File: src/rtl/core/ctb_pkg.sv
// Shared types and constants for the countdown timer bank.
`default_nettype none

package ctb_pkg;

    localparam int unsigned KIND_W    = 2;
    localparam int unsigned INDEX_W   = 3;
    localparam int unsigned COUNT_W   = 15;
    localparam int unsigned MS_W      = 32;
    localparam int unsigned S_TDATA_W = 24;
    localparam int unsigned M_TDATA_W = 56;

    localparam logic [MS_W-1:0] MS_PER_TICK = 32'd10;

    typedef enum logic [KIND_W-1:0] {
        KIND_SET   = 2'd0,
        KIND_TICK  = 2'd1,
        KIND_CHECK = 2'd2,
        KIND_READ  = 2'd3
    } kind_t;

    typedef enum logic [1:0] {
        ST_IDLE = 2'd0,
        ST_EXEC = 2'd1,
        ST_OUT  = 2'd2
    } state_t;

    typedef struct packed {
        logic load;
        logic exec;
    } ctb_cmd_t;

endpackage

`default_nettype wire

File: src/rtl/core/countdown_timer_bank.sv
// Top level of the countdown timer bank: stream ports, controller and datapath.
//
//  channel | dir | tdata (low bit first)                      | tuser
//  s_      | in  | timer_index[2:0], count_value[17:3], pad    | kind[1:0]
//  m_      | out | expired_found[0], expired_index[3:1],       | -
//          |     | read_count[18:4], read_enabled[19],        |
//          |     | elapsed_ms[51:20], pad                     |
//
//  Each item is captured, executed and presented in turn; the state
//  machine handles one item at a time, so the next item is taken in the
//  cycle after its result leaves. A stall on m_tready holds the result and
//  keeps s_tready low. Reset clears all timers, enables and elapsed time
//  directly, with no clearing pass.
`default_nettype none

module countdown_timer_bank #(
    parameter int unsigned NUM_TIMERS = 8
) (
    input  wire logic                              aclk,
    input  wire logic                              aresetn,
    input  wire logic                              s_tvalid,
    output logic                                   s_tready,
    input  wire logic [ctb_pkg::S_TDATA_W-1:0]     s_tdata,  // timer_index, count_value
    input  wire logic [ctb_pkg::KIND_W-1:0]        s_tuser,  // kind
    output logic                                   m_tvalid,
    input  wire logic                              m_tready,
    // expired_found, expired_index, read_count, read_enabled, elapsed_ms
    output logic [ctb_pkg::M_TDATA_W-1:0]          m_tdata
);

    ctb_pkg::ctb_cmd_t                 cmd;
    logic                              res_found;
    logic [ctb_pkg::INDEX_W-1:0]       res_index;
    logic [ctb_pkg::COUNT_W-1:0]       res_count;
    logic                              res_enabled;
    logic [ctb_pkg::MS_W-1:0]          res_elapsed;

    ctb_ctrl u_ctrl (
        .aclk     (aclk),
        .aresetn  (aresetn),
        .s_tvalid (s_tvalid),
        .s_tready (s_tready),
        .m_tvalid (m_tvalid),
        .m_tready (m_tready),
        .cmd      (cmd)
    );

    ctb_datapath #(
        .NUM_TIMERS (NUM_TIMERS)
    ) u_datapath (
        .aclk        (aclk),
        .aresetn     (aresetn),
        .cmd         (cmd),
        .in_kind     (s_tuser),
        .in_index    (s_tdata[2:0]),
        .in_count    (s_tdata[17:3]),
        .res_found   (res_found),
        .res_index   (res_index),
        .res_count   (res_count),
        .res_enabled (res_enabled),
        .res_elapsed (res_elapsed)
    );

    assign m_tdata = {4'b0000, res_elapsed, res_enabled, res_count, res_index, res_found};

endmodule

`default_nettype wire

File: src/rtl/core/ctb_ctrl.sv
// Controller state machine for the countdown timer bank.
`default_nettype none

module ctb_ctrl (
    input  wire logic              aclk,
    input  wire logic              aresetn,
    input  wire logic              s_tvalid,
    output logic                   s_tready,
    output logic                   m_tvalid,
    input  wire logic              m_tready,
    output ctb_pkg::ctb_cmd_t      cmd
);

    ctb_pkg::state_t state_reg;
    ctb_pkg::state_t state_next;

    always_ff @(posedge aclk) begin
        if (!aresetn) begin
            state_reg <= ctb_pkg::ST_IDLE;
        end else begin
            state_reg <= state_next;
        end
    end

    always_comb begin
        state_next = state_reg;
        case (state_reg)
            ctb_pkg::ST_IDLE: begin
                if (s_tvalid) begin
                    state_next = ctb_pkg::ST_EXEC;
                end
            end
            ctb_pkg::ST_EXEC: begin
                state_next = ctb_pkg::ST_OUT;
            end
            ctb_pkg::ST_OUT: begin
                if (m_tready) begin
                    state_next = ctb_pkg::ST_IDLE;
                end
            end
            default: begin
                state_next = ctb_pkg::ST_IDLE;
            end
        endcase
    end

    always_comb begin
        s_tready = 1'b0;
        m_tvalid = 1'b0;
        cmd      = '0;
        case (state_reg)
            ctb_pkg::ST_IDLE: begin
                s_tready = 1'b1;
                cmd.load = s_tvalid;
            end
            ctb_pkg::ST_EXEC: begin
                cmd.exec = 1'b1;
            end
            ctb_pkg::ST_OUT: begin
                m_tvalid = 1'b1;
            end
            default: begin
                s_tready = 1'b0;
            end
        endcase
    end

    a_no_overlap: assert property (@(posedge aclk) disable iff (!aresetn)
        !(s_tready && m_tvalid))
        else $error("input and output sides open at once");

    a_load_then_exec: assert property (@(posedge aclk) disable iff (!aresetn)
        cmd.load |=> cmd.exec)
        else $error("accepted item not executed next cycle");

    a_exec_then_out: assert property (@(posedge aclk) disable iff (!aresetn)
        cmd.exec |=> m_tvalid)
        else $error("executed item not presented");

    a_hold_result: assert property (@(posedge aclk) disable iff (!aresetn)
        (m_tvalid && !m_tready) |=> (m_tvalid && !s_tready))
        else $error("stalled result dropped");

endmodule

`default_nettype wire

File: src/rtl/core/ctb_datapath.sv
// Timer state, item register and result register for the countdown timer bank.
`default_nettype none

module ctb_datapath #(
    parameter int unsigned NUM_TIMERS = 8
) (
    input  wire logic                                aclk,
    input  wire logic                                aresetn,
    input  wire ctb_pkg::ctb_cmd_t                   cmd,
    input  wire logic [ctb_pkg::KIND_W-1:0]          in_kind,
    input  wire logic [ctb_pkg::INDEX_W-1:0]         in_index,
    input  wire logic [ctb_pkg::COUNT_W-1:0]         in_count,
    output logic                                     res_found,
    output logic [ctb_pkg::INDEX_W-1:0]              res_index,
    output logic [ctb_pkg::COUNT_W-1:0]              res_count,
    output logic                                     res_enabled,
    output logic [ctb_pkg::MS_W-1:0]                 res_elapsed
);

    localparam int unsigned POS_W = (NUM_TIMERS > 1) ? $clog2(NUM_TIMERS) : 1;

    ctb_pkg::kind_t                    kind_reg;
    logic [ctb_pkg::INDEX_W-1:0]       index_reg;
    logic [ctb_pkg::COUNT_W-1:0]       value_reg;

    logic [NUM_TIMERS-1:0]             en_reg;
    logic [NUM_TIMERS-1:0]             en_next;
    logic [ctb_pkg::COUNT_W-1:0]       count_reg  [NUM_TIMERS];
    logic [ctb_pkg::COUNT_W-1:0]       count_next [NUM_TIMERS];
    logic [ctb_pkg::MS_W-1:0]          elapsed_reg;
    logic [ctb_pkg::MS_W-1:0]          elapsed_next;

    logic [NUM_TIMERS-1:0]             hit;
    logic                              scan_found;
    logic [POS_W-1:0]                  scan_pos;
    logic [ctb_pkg::INDEX_W-1:0]       scan_index;
    logic                              rd_enabled;
    logic [ctb_pkg::COUNT_W-1:0]       rd_count;

    always_ff @(posedge aclk) begin
        if (cmd.load) begin
            kind_reg  <= ctb_pkg::kind_t'(in_kind);
            index_reg <= in_index;
            value_reg <= in_count;
        end
    end

    // Decode the addressed timer; indexes beyond the bank match nothing.
    always_comb begin
        for (int i = 0; i < NUM_TIMERS; i++) begin
            hit[i] = (32'(index_reg) == 32'(i));
        end
    end

    // Lowest enabled timer whose count has run out.
    always_comb begin
        scan_found = 1'b0;
        scan_pos   = '0;
        scan_index = '0;
        for (int i = 0; i < NUM_TIMERS; i++) begin
            if (!scan_found && en_reg[i] && (count_reg[i] == '0)) begin
                scan_found = 1'b1;
                scan_pos   = POS_W'(i);
                scan_index = ctb_pkg::INDEX_W'(i);
            end
        end
    end

    always_comb begin
        rd_enabled = 1'b0;
        rd_count   = '0;
        for (int i = 0; i < NUM_TIMERS; i++) begin
            if (hit[i] && en_reg[i]) begin
                rd_enabled = 1'b1;
                rd_count   = count_reg[i];
            end
        end
    end

    always_comb begin
        elapsed_next = elapsed_reg;
        for (int i = 0; i < NUM_TIMERS; i++) begin
            en_next[i]    = en_reg[i];
            count_next[i] = count_reg[i];
            if (cmd.exec) begin
                case (kind_reg)
                    ctb_pkg::KIND_SET: begin
                        if (hit[i]) begin
                            if (value_reg != '0) begin
                                en_next[i]    = 1'b1;
                                count_next[i] = value_reg;
                            end else begin
                                en_next[i] = 1'b0;
                            end
                        end
                    end
                    ctb_pkg::KIND_TICK: begin
                        if (count_reg[i] != '0) begin
                            count_next[i] = count_reg[i] - 1'b1;
                        end
                    end
                    ctb_pkg::KIND_CHECK: begin
                        if (scan_found && (scan_pos == POS_W'(i))) begin
                            en_next[i] = 1'b0;
                        end
                    end
                    default: begin
                        en_next[i] = en_reg[i];
                    end
                endcase
            end
        end
        if (cmd.exec && (kind_reg == ctb_pkg::KIND_TICK)) begin
            elapsed_next = elapsed_reg + ctb_pkg::MS_PER_TICK;
        end
    end

    always_ff @(posedge aclk) begin
        if (!aresetn) begin
            en_reg      <= '0;
            elapsed_reg <= '0;
            for (int i = 0; i < NUM_TIMERS; i++) begin
                count_reg[i] <= '0;
            end
        end else begin
            en_reg      <= en_next;
            elapsed_reg <= elapsed_next;
            for (int i = 0; i < NUM_TIMERS; i++) begin
                count_reg[i] <= count_next[i];
            end
        end
    end

    // Capture the result; it reports the elapsed time after this item's update.
    always_ff @(posedge aclk) begin
        if (cmd.exec) begin
            res_found   <= (kind_reg == ctb_pkg::KIND_CHECK) && scan_found;
            res_index   <= (kind_reg == ctb_pkg::KIND_CHECK) ? scan_index : '0;
            res_enabled <= (kind_reg == ctb_pkg::KIND_READ) && rd_enabled;
            res_count   <= (kind_reg == ctb_pkg::KIND_READ) ? rd_count : '0;
            res_elapsed <= elapsed_next;
        end
    end

    a_tick_adds: assert property (@(posedge aclk) disable iff (!aresetn)
        (cmd.exec && (kind_reg == ctb_pkg::KIND_TICK))
        |=> (elapsed_reg == $past(elapsed_reg) + ctb_pkg::MS_PER_TICK))
        else $error("tick did not advance elapsed time");

    a_check_clears: assert property (@(posedge aclk) disable iff (!aresetn)
        (cmd.exec && (kind_reg == ctb_pkg::KIND_CHECK) && scan_found)
        |=> (!en_reg[$past(scan_pos)] && res_found))
        else $error("expired timer not disabled");

    a_idle_stable: assert property (@(posedge aclk) disable iff (!aresetn)
        !cmd.exec |=> (en_reg == $past(en_reg) && elapsed_reg == $past(elapsed_reg)))
        else $error("timer state changed without an item");

endmodule

`default_nettype wire
File: config.mk
export PLATFORM = sky130hd
export DESIGN_NAME = countdown_timer_bank
export DESIGN_NICKNAME = d
export VERILOG_FILES = /design/src/rtl/core/ctb_pkg.sv /design/src/rtl/core/countdown_timer_bank.sv /design/src/rtl/core/ctb_ctrl.sv /design/src/rtl/core/ctb_datapath.sv
export SDC_FILE = /design/constraint.sdc
export NUM_CORES = 1
export LEC_CHECK = 0
export ABC_AREA = 1
export BUFFER_PORTS_ARGS = -buffer_cell sky130_fd_sc_hd__buf_2
export CELL_PAD_IN_SITES_DETAIL_PLACEMENT = 0
export CELL_PAD_IN_SITES_GLOBAL_PLACEMENT = 1
export CORE_UTILIZATION = 40
export DETAILED_ROUTE_END_ITERATION = 8
export PLACE_DENSITY_LB_ADDON = 0.1
export SLEW_MARGIN = 10
export SYNTH_ARGS = -nofsm -noshare
export SYNTH_HDL_FRONTEND = slang
export SYNTH_SLANG_ARGS = --single-unit
export TNS_END_PERCENT = 100
File: constraint.sdc
create_clock -name aclk -period 3 [get_ports aclk]
set_clock_uncertainty 0.05 [all_clocks]
set_input_delay 0.3 -clock aclk [delete_from_list [all_inputs] [get_ports aclk]]
set_output_delay 0.3 -clock aclk [all_outputs]
set_load 0.005 [all_outputs]
==> summary.txt, run 1 <==
Critical path
  – CP cell instances: nor4_1, nand4_1, or2_2, nand2_2, nor2_1, nand2_1, buf_4, or2_2, a21oi_1
  – Critical path's largest stage delay: 0.43 ns
  – Startpoint Class: register
  – CP max stage cell: edfxtp_1
  – Worst setup EP type: register
  – Most frequent CP cell: or2_2
  – Reg-to-reg setup timing slack: 0.33 ns
  – Worst path bufs/invs: 1
  – Peak fanout along the critical path: 24
  – WS Path Type: register to register
  – Top Family by Delay on Critical Path: simple AND/OR/NAND/NOR gates
  – RR Endpoint: u_datapath.count_reg[0][98]
  – R2R Path Start: u_datapath.value_reg[9]
  – Worst path arrival time: 3.01 ns
  – Cells on worst reg2reg path: 9
  – Req. time, crit path: 3.34 ns

Layout
  – Fill cells: 3158
  – Max reg flops: 120
  – Post-route cell area: 14600 um^2
  – Diode count: 0
  – Area of the multi-input gates: 6040 um^2
  – Share of cells above drive strength 1: 9.63%
  – FF+latch area: 5360 um^2
  – Fin nets: 1867
  – Layout area overhead: 16.6%

Power
  – Sequential share of power: 42.1%
  – Max VDD drop: 0.423 mV
  – Pwr Density: 563 nW/um^2
  – Clk pwr share: 41.7%
  – Comb power frac: 16.3%
  – Net switching power: 2.37 mW
  – Static Leak: 6.11 nW
  – Power Internal: 5.85 mW
  – Switching Share: 28.8%

Detailed routing
  – Total Routed Length: 38400 um
  – Initial DRT Pass Iterations: 5
  – Number of DRC markers in iteration 0: 902
  – Vias/cell: 5.33
  – Wirelength per Cell: 17.1 um
  – Drt drc: 0
  – Final antenna-violating net count: 0
  – Via count: 11950

Die
  – Site row count: 64
  – Core area: 30700 um^2
  – Die area: 32000 um^2
  – Die Wd: 179 um
  – IO Count: 88
  – Initial Util: 40.8%
  – Die Height: 179 um

Place
  – HPWL Detailed: 27900 um
  – IO buf count: 76
  – Dpl cell area: 13500 um^2
  – Placer Congestion: 0.905

STA
  – Final Cycle Share: 88.9%
  – Total negative setup slack: 0 ns
  – Fmax: 375 MHz
  – Slew Limit Fails: 0
  – RSZ-0062 raised after global routing: no
  – Final Hold Vio Count: 0
  – Slew margin rel.: 36.4%
  – Fin crit period: 2.67 ns
  – Final setup vio count: 0
  – Worst slew pin tran: 0.950 ns

Synthesis
  – Area contributors post-synth: dfxtp_1 26%, edfxtp_1 17%, o21ai_0 8.8%, a21oi_1 8.2%, nand2_1 8.0%
  – YS warnings: 0
  – Synth Instances: 1723
  – Post-Syn Area: 12500 um^2
  – Syn avg cell area: 7.27 um^2
  – Post-synth top cells: 267 x nand2_1, 224 x inv_1, 221 x o21ai_0, 204 x a21oi_1, 175 x nor2_1
  – Synthesized flop and latch total: 232
  – Share of the synthesized area in the top cell type: 25.7%
  – Post-synth EDFFs: 71
  – Post-synthesis sequential area ratio: 42.8%
  – Yosys top cell by area: dfxtp_1
  – Main flop type after synthesis: dfxtp_1
  – Ys async rst share: 0%
  – Most common cell in the synthesized netlist: nand2_1
  – Post-synth cell types: 45

Clock tree
  – Postcts setup bufs: 0
  – Cts bufs inserted: 28
  – CTS tree: built
  – CTS max path bufs: 3
  – Clk root buf: clkbuf_16
  – H-tree Lvls: 1
  – Sink Count: 232
  – Clock latency at the later pin of the worst-skew pair: 0.55 ns
  – CTS clk-pin slew, worst paths: 0.06 ns

Hold path
  – Hold wc startpoint: aresetn
  – HP Class: primary input to register
  – Hold endpoint: u_datapath.count_reg[0][77]
  – Hold Path Depth: 3

Global route
  – Global-route wire length before repair: 59500 um
  – Vias in the first global route: 10881
  – Pin count of the biggest net entering global routing: 94
  – Total Routing Usage GR: 24.0%
  – Total gr overflow: 0
  – Initial antenna violation count: 0

Outcome
  – Outcome: finished clean

Flow run
  – Max-cap violations: 0
==> power groups by stage <==
stage          logic [mW]  registers (mW)  clock network, mW
2_1_floorplan       0.908            3.50                  0
3_3_place_gp         1.30            3.52                  0
3_5_place_dp         1.31            3.52                  0
4_1_cts              1.34            3.45               3.50
5_1_grt              1.51            3.47               3.60
6_report             1.34            3.46               3.42
==> worst max path at each step <==
stage	endpoint	startpoint	slack (ns)	depth (start not counted)
floorplan	u_datapath.index_reg[0]	u_ctrl.state_reg[0]	0.73	1
global placement	u_datapath.count_reg[0][98]	u_datapath.value_reg[9]	0.15	9
detailed placement	u_datapath.count_reg[0][85]	u_datapath.value_reg[9]	0.12	9
CTS	u_datapath.count_reg[0][75]	u_datapath.value_reg[9]	0.11	9
global route	u_datapath.count_reg[0][81]	u_datapath.value_reg[9]	0.09	9
finish	u_datapath.count_reg[0][98]	u_datapath.value_reg[9]	0.33	9
==> routing by layer <==
metal | up-vias | track usage (%) | share of wire (%) | wire length, um
met4 | 0 | 7.31 | 2.5 | 970
li1 | 6030 | - | - | -
met5 | - | 0 | 0 | 0
met2 | 338 | 38.1 | 45 | 17200
met3 | 57 | 2.99 | 5.7 | 2200
met1 | 5525 | 33.7 | 47 | 18000
==> cells by family after synthesis <==
family	after synthesis	share of synthesized area, %
xor+xnor	49	3.43
simple gates	641	22.5
fa+ha+maj	11	1.10
buf+inv	295	9.21
flops	232	42.8
compound gates	494	21.0
other cells	1	0.0299
==> repair_timing <==
| action | in CTS | in global routing |
|---|---|---|
| hold buffers | 22 | 0 |
| gates resized for setup | 0 | 1 |
| setup endpoints to repair | 0 | 22 |
| endpoints found under the hold margin | 22 | 0 |
==> layout by cell type, fill, tap and decap left out, types with 11 or more instances in the layout <==
cell type / synthesis / layout
a211oi_1: 18 / 18
nand4_1: 21 / 21
xor2_1: 47 / 47
a21oi_1: 204 / 204
inv_1: 224 / 221
clkbuf_1: 39 / 11
edfxtp_1: 71 / 71
ha_1: 11 / 11
buf_4: 7 / 35
nor4_1: 11 / 11
nor3_1: 62 / 61
buf_2: 15 / 76
dfxtp_1: 161 / 161
nand3_1: 76 / 76
dlygate4sd3_1: 0 / 22
a31oi_1: 19 / 19
clkbuf_16: 0 / 29
o21ai_0: 221 / 221
nor2_1: 175 / 175
nand2_1: 267 / 266
==> layout make-up <==
class	instances	area share [%]
timing repair buffer	137	6.46
multi-input combinational	1200	41.4
clock inverter	11	0.883
inverter	227	5.84
tap	396	3.39
sequential	232	36.7
clock buffer	41	5.35
==> per-stage QoR <==
step                cells  hold WS [ns]  utilization (%)  power (mW)  worst slack [ns]
detailed placement   2170         0.406             43.9        4.83             0.124
CTS                  2244        0.0914             47.6        8.29             0.108
finish               2244         0.110             47.6        8.22             0.332
global route         2244         0.118             47.6        8.58            0.0871
floorplan            1727         0.349                -        4.41             0.727
global placement     2170         0.399             43.9        4.82             0.146
==> worst reg2reg max path, delay by kind of cell (launching register included) <==
kind / cells / cell delay [ns]
AOI/OAI and AO/OA: 1 / 0.05
buffers and inverters: 1 / 0.28
and+or+nand+nor: 7 / 1.70
DFF: 1 / 0.43
(Power assumes the default switching activity.)
==> run 2: changes to the inputs <==
--- a/config.mk
+++ b/config.mk
@@ -9,11 +9,11 @@
 export BUFFER_PORTS_ARGS = -buffer_cell sky130_fd_sc_hd__buf_2
 export CELL_PAD_IN_SITES_DETAIL_PLACEMENT = 0
 export CELL_PAD_IN_SITES_GLOBAL_PLACEMENT = 1
-export CORE_UTILIZATION = 40
+export CORE_UTILIZATION = 30
 export DETAILED_ROUTE_END_ITERATION = 8
 export PLACE_DENSITY_LB_ADDON = 0.1
 export SLEW_MARGIN = 10
 export SYNTH_ARGS = -nofsm -noshare
 export SYNTH_HDL_FRONTEND = slang
 export SYNTH_SLANG_ARGS = --single-unit
-export TNS_END_PERCENT = 100
+export TNS_END_PERCENT = 1
==> run 2 against run 1 <==
  * Clock power increased by 15%
  * Maximum frequency is 0.18% higher
  * Non-clock buffer count rose by 10
  * Critical path type unchanged
  * Hold slack improved by 0.10 ns
  * Combinational power increased by 4%
  * The flow now finishes with violations (DRC)
  * Final area rose by 3.1%
  * Worst setup slack better by 0.0047 ns
  * Critical endpoint is now u_datapath.count_reg[0][37]
  * Count of clock-buffer cells in the layout fell by 2
  * First-iteration DRC count down 22%
==> summary.txt, run 2 (same netlist as run 1, synthesis figures left out) <==
Detailed routing
  – Via count: 12021 (+0.59%)
  – Final antenna-violating net count: 0 (unchanged)
  – Vias/cell: 5.02 (-5.7%)
  – Initial DRT Pass Iterations: 7 (+2)
  – Drt drc: 6 (+6)
  – Wirelength per Cell: 18.0 um (+5.0%)
  – Total Routed Length: 43000 um (+12%)
  – Number of DRC markers in iteration 0: 700 (-22%)

Power
  – Static Leak: 6.26 nW (+2.5%)
  – Max VDD drop: 0.447 mV (+5.9%)
  – Pwr Density: 585 nW/um^2 (+4.0%)

STA
  – Final Hold Vio Count: 0 (unchanged)
  – Worst slew pin tran: 1.19 ns (+0.236 ns)
  – Final Cycle Share: 88.8% (-0.16 points)
  – Final setup vio count: 0 (unchanged)
  – Final Worst Setup Slack: 0.336 ns (+0.00475 ns)
  – RSZ-0062 raised after global routing: no
  – Slew Limit Fails: 0 (unchanged)
  – Total negative setup slack: 0 ns (unchanged)
  – Fmax: 375 MHz (+0.18%)
  – Slew margin rel.: 20.6% (-16 points)
  – Fin crit period: 2.66 ns (-0.00475 ns)

Critical path
  – CP max stage cell: edfxtp_1
  – Most frequent CP cell: nand2_1
  – Req. time, crit path: 3.39 ns (+0.05 ns)
  – Critical path's largest stage delay: 0.45 ns (+0.02 ns)
  – Peak fanout along the critical path: 18 (-25%)
  – WS Path Type: register to register
  – Worst setup EP type: register
  – Worst path bufs/invs: 2 (+1)
  – Top Family by Delay on Critical Path: simple AND/OR/NAND/NOR gates
  – CP cell instances: nor4_1, nand4_1, or2_2, nand2_1, buf_4, nor2_1, nand2_1, inv_1, o21ai_0, a21oi_1
  – Worst path arrival time: 3.05 ns (+0.04 ns)
  – Startpoint Class: register

Clock tree
  – Cts bufs inserted: 30 (+7.1%)
  – H-tree Lvls: 1 (unchanged)
  – Sink Count: 232 (unchanged)
  – Clock latency at the later pin of the worst-skew pair: 0.58 ns (+0.03 ns)
  – CTS max path bufs: 3 (unchanged)
  – Clk root buf: clkbuf_16
  – CTS tree: built
  – Postcts setup bufs: 0 (unchanged)
  – CTS clk-pin slew, worst paths: 0.06 ns (about the same)

Global route
  – Vias in the first global route: 11439 (+5.1%)
  – Initial antenna violation count: 0 (unchanged)
  – Global-route wire length before repair: 66100 um (+11%)
  – Total Routing Usage GR: 20.3% (-3.7 points)
  – Pin count of the biggest net entering global routing: 94 (unchanged)
  – Total gr overflow: 0 (unchanged)

Layout
  – Layout area overhead: 20.2%
  – Max reg flops: 120 (unchanged)
  – Utilization after layout: 36.7% (-11 points)
  – Diode count: 0 (unchanged)
  – Most frequent cells in the layout: 267 x nand2_1, 221 x inv_1, 221 x o21ai_0, 204 x a21oi_1, 174 x nor2_1
  – Most common cell after layout, fill and taps aside: nand2_1
  – Share of cells above drive strength 1: 10.6% (+1.0 points)
  – Fin nets: 1879 (+0.64%)
  – Post-route cell area: 15100 um^2 (+3.1%)

Place
  – HPWL Detailed: 31300 um (+12%)
  – Placer Congestion: 0.822 (-9.2%)
  – IO buf count: 76 (unchanged)
  – Dpl cell area: 13800 um^2 (+2.2%)
  – Post-Place Worst Slack: 0.312 ns (+0.188 ns)

Outcome
  – Outcome: complete, but fails checks
  – Violated checks: DRC

Die
  – IO Count: 88 (unchanged)
  – Initial Util: 30.5% (-10 points)
  – Die Height: 206 um (+15%)
  – Site row count: 74 (+16%)
  – Die area: 42600 um^2 (+33%)
  – Die Wd: 206 um (+15%)
  – Core area: 41000 um^2 (+34%)

Hold path
  – HP Class: primary input to register

Flow run
  – Max-cap violations: 0 (unchanged)
run 2: per-layer routing:
metal	vias up	routed length, um	global-route usage [%]
li1	6060	-	-
met1	5681	20900	28.2
met2	211	19300	32.3
met3	69	1510	2.49
met4	0	1350	6.67
met5	-	0	0
run 2: final cells by class:
| type | count | area [um^2] |
|---|---|---|
| fillers | 4379 | 26000 |
| multi-input cells | 1200 | 6040 |
| inverters | 227 | 853 |
| well taps | 532 | 666 |
| clock inverters | 16 | 233 |
| repair buffers | 147 | 1070 |
| flip-flops and latches | 232 | 5360 |
| clock buffers | 39 | 836 |
run 2: path summary, 6_finish.rpt:
| path | slack (ns) | to | cells past startpoint | from |
|---|---|---|---|---|
| worst max-delay path | 0.34 | u_datapath.count_reg[0][37] | 10 | u_datapath.value_reg[9] |
| worst min-delay path | 0.21 | u_datapath.count_reg[0][77] | 4 | aresetn |
| worst max register to register | 0.34 | u_datapath.count_reg[0][37] | 10 | u_datapath.value_reg[9] |
| worst min register to register | 0.41 | u_datapath.en_reg[3] | 2 | u_datapath.en_reg[3] |
run 2: per-stage QoR:
| stage | hold slack (ns) | power (mW) | std cells |
|---|---|---|---|
| floorplan | 0.349 | 4.41 | 1727 |
| global placement | 0.401 | 4.90 | 2316 |
| detailed placement | 0.405 | 4.91 | 2316 |
| CTS | 0.190 | 8.93 | 2393 |
| global route | 0.230 | 9.22 | 2393 |
| finish | 0.212 | 8.81 | 2393 |
run 2: where the power goes:
| group | switching, mW | internal (mW) | total [mW] | leakage, nW |
|---|---|---|---|---|
| Sequential | 0.0947 | 3.36 | 3.46 | 1.98 |
| Clock | 1.49 | 2.46 | 3.95 | 0.521 |
| Combinational | 0.947 | 0.455 | 1.40 | 3.76 |
run 2: worst min-delay path, delay by kind of cell:
kind | cells | cell delay [ns]
buf+inv | 2 | 0.34
simple gates | 1 | 0.11
compound gates | 1 | 0.03
run 2: repair_timing:
item,CTS,global route
endpoints found under the hold margin,22,0
resized for setup,0,1
setup endpoints to repair,0,1
hold buffers,22,0
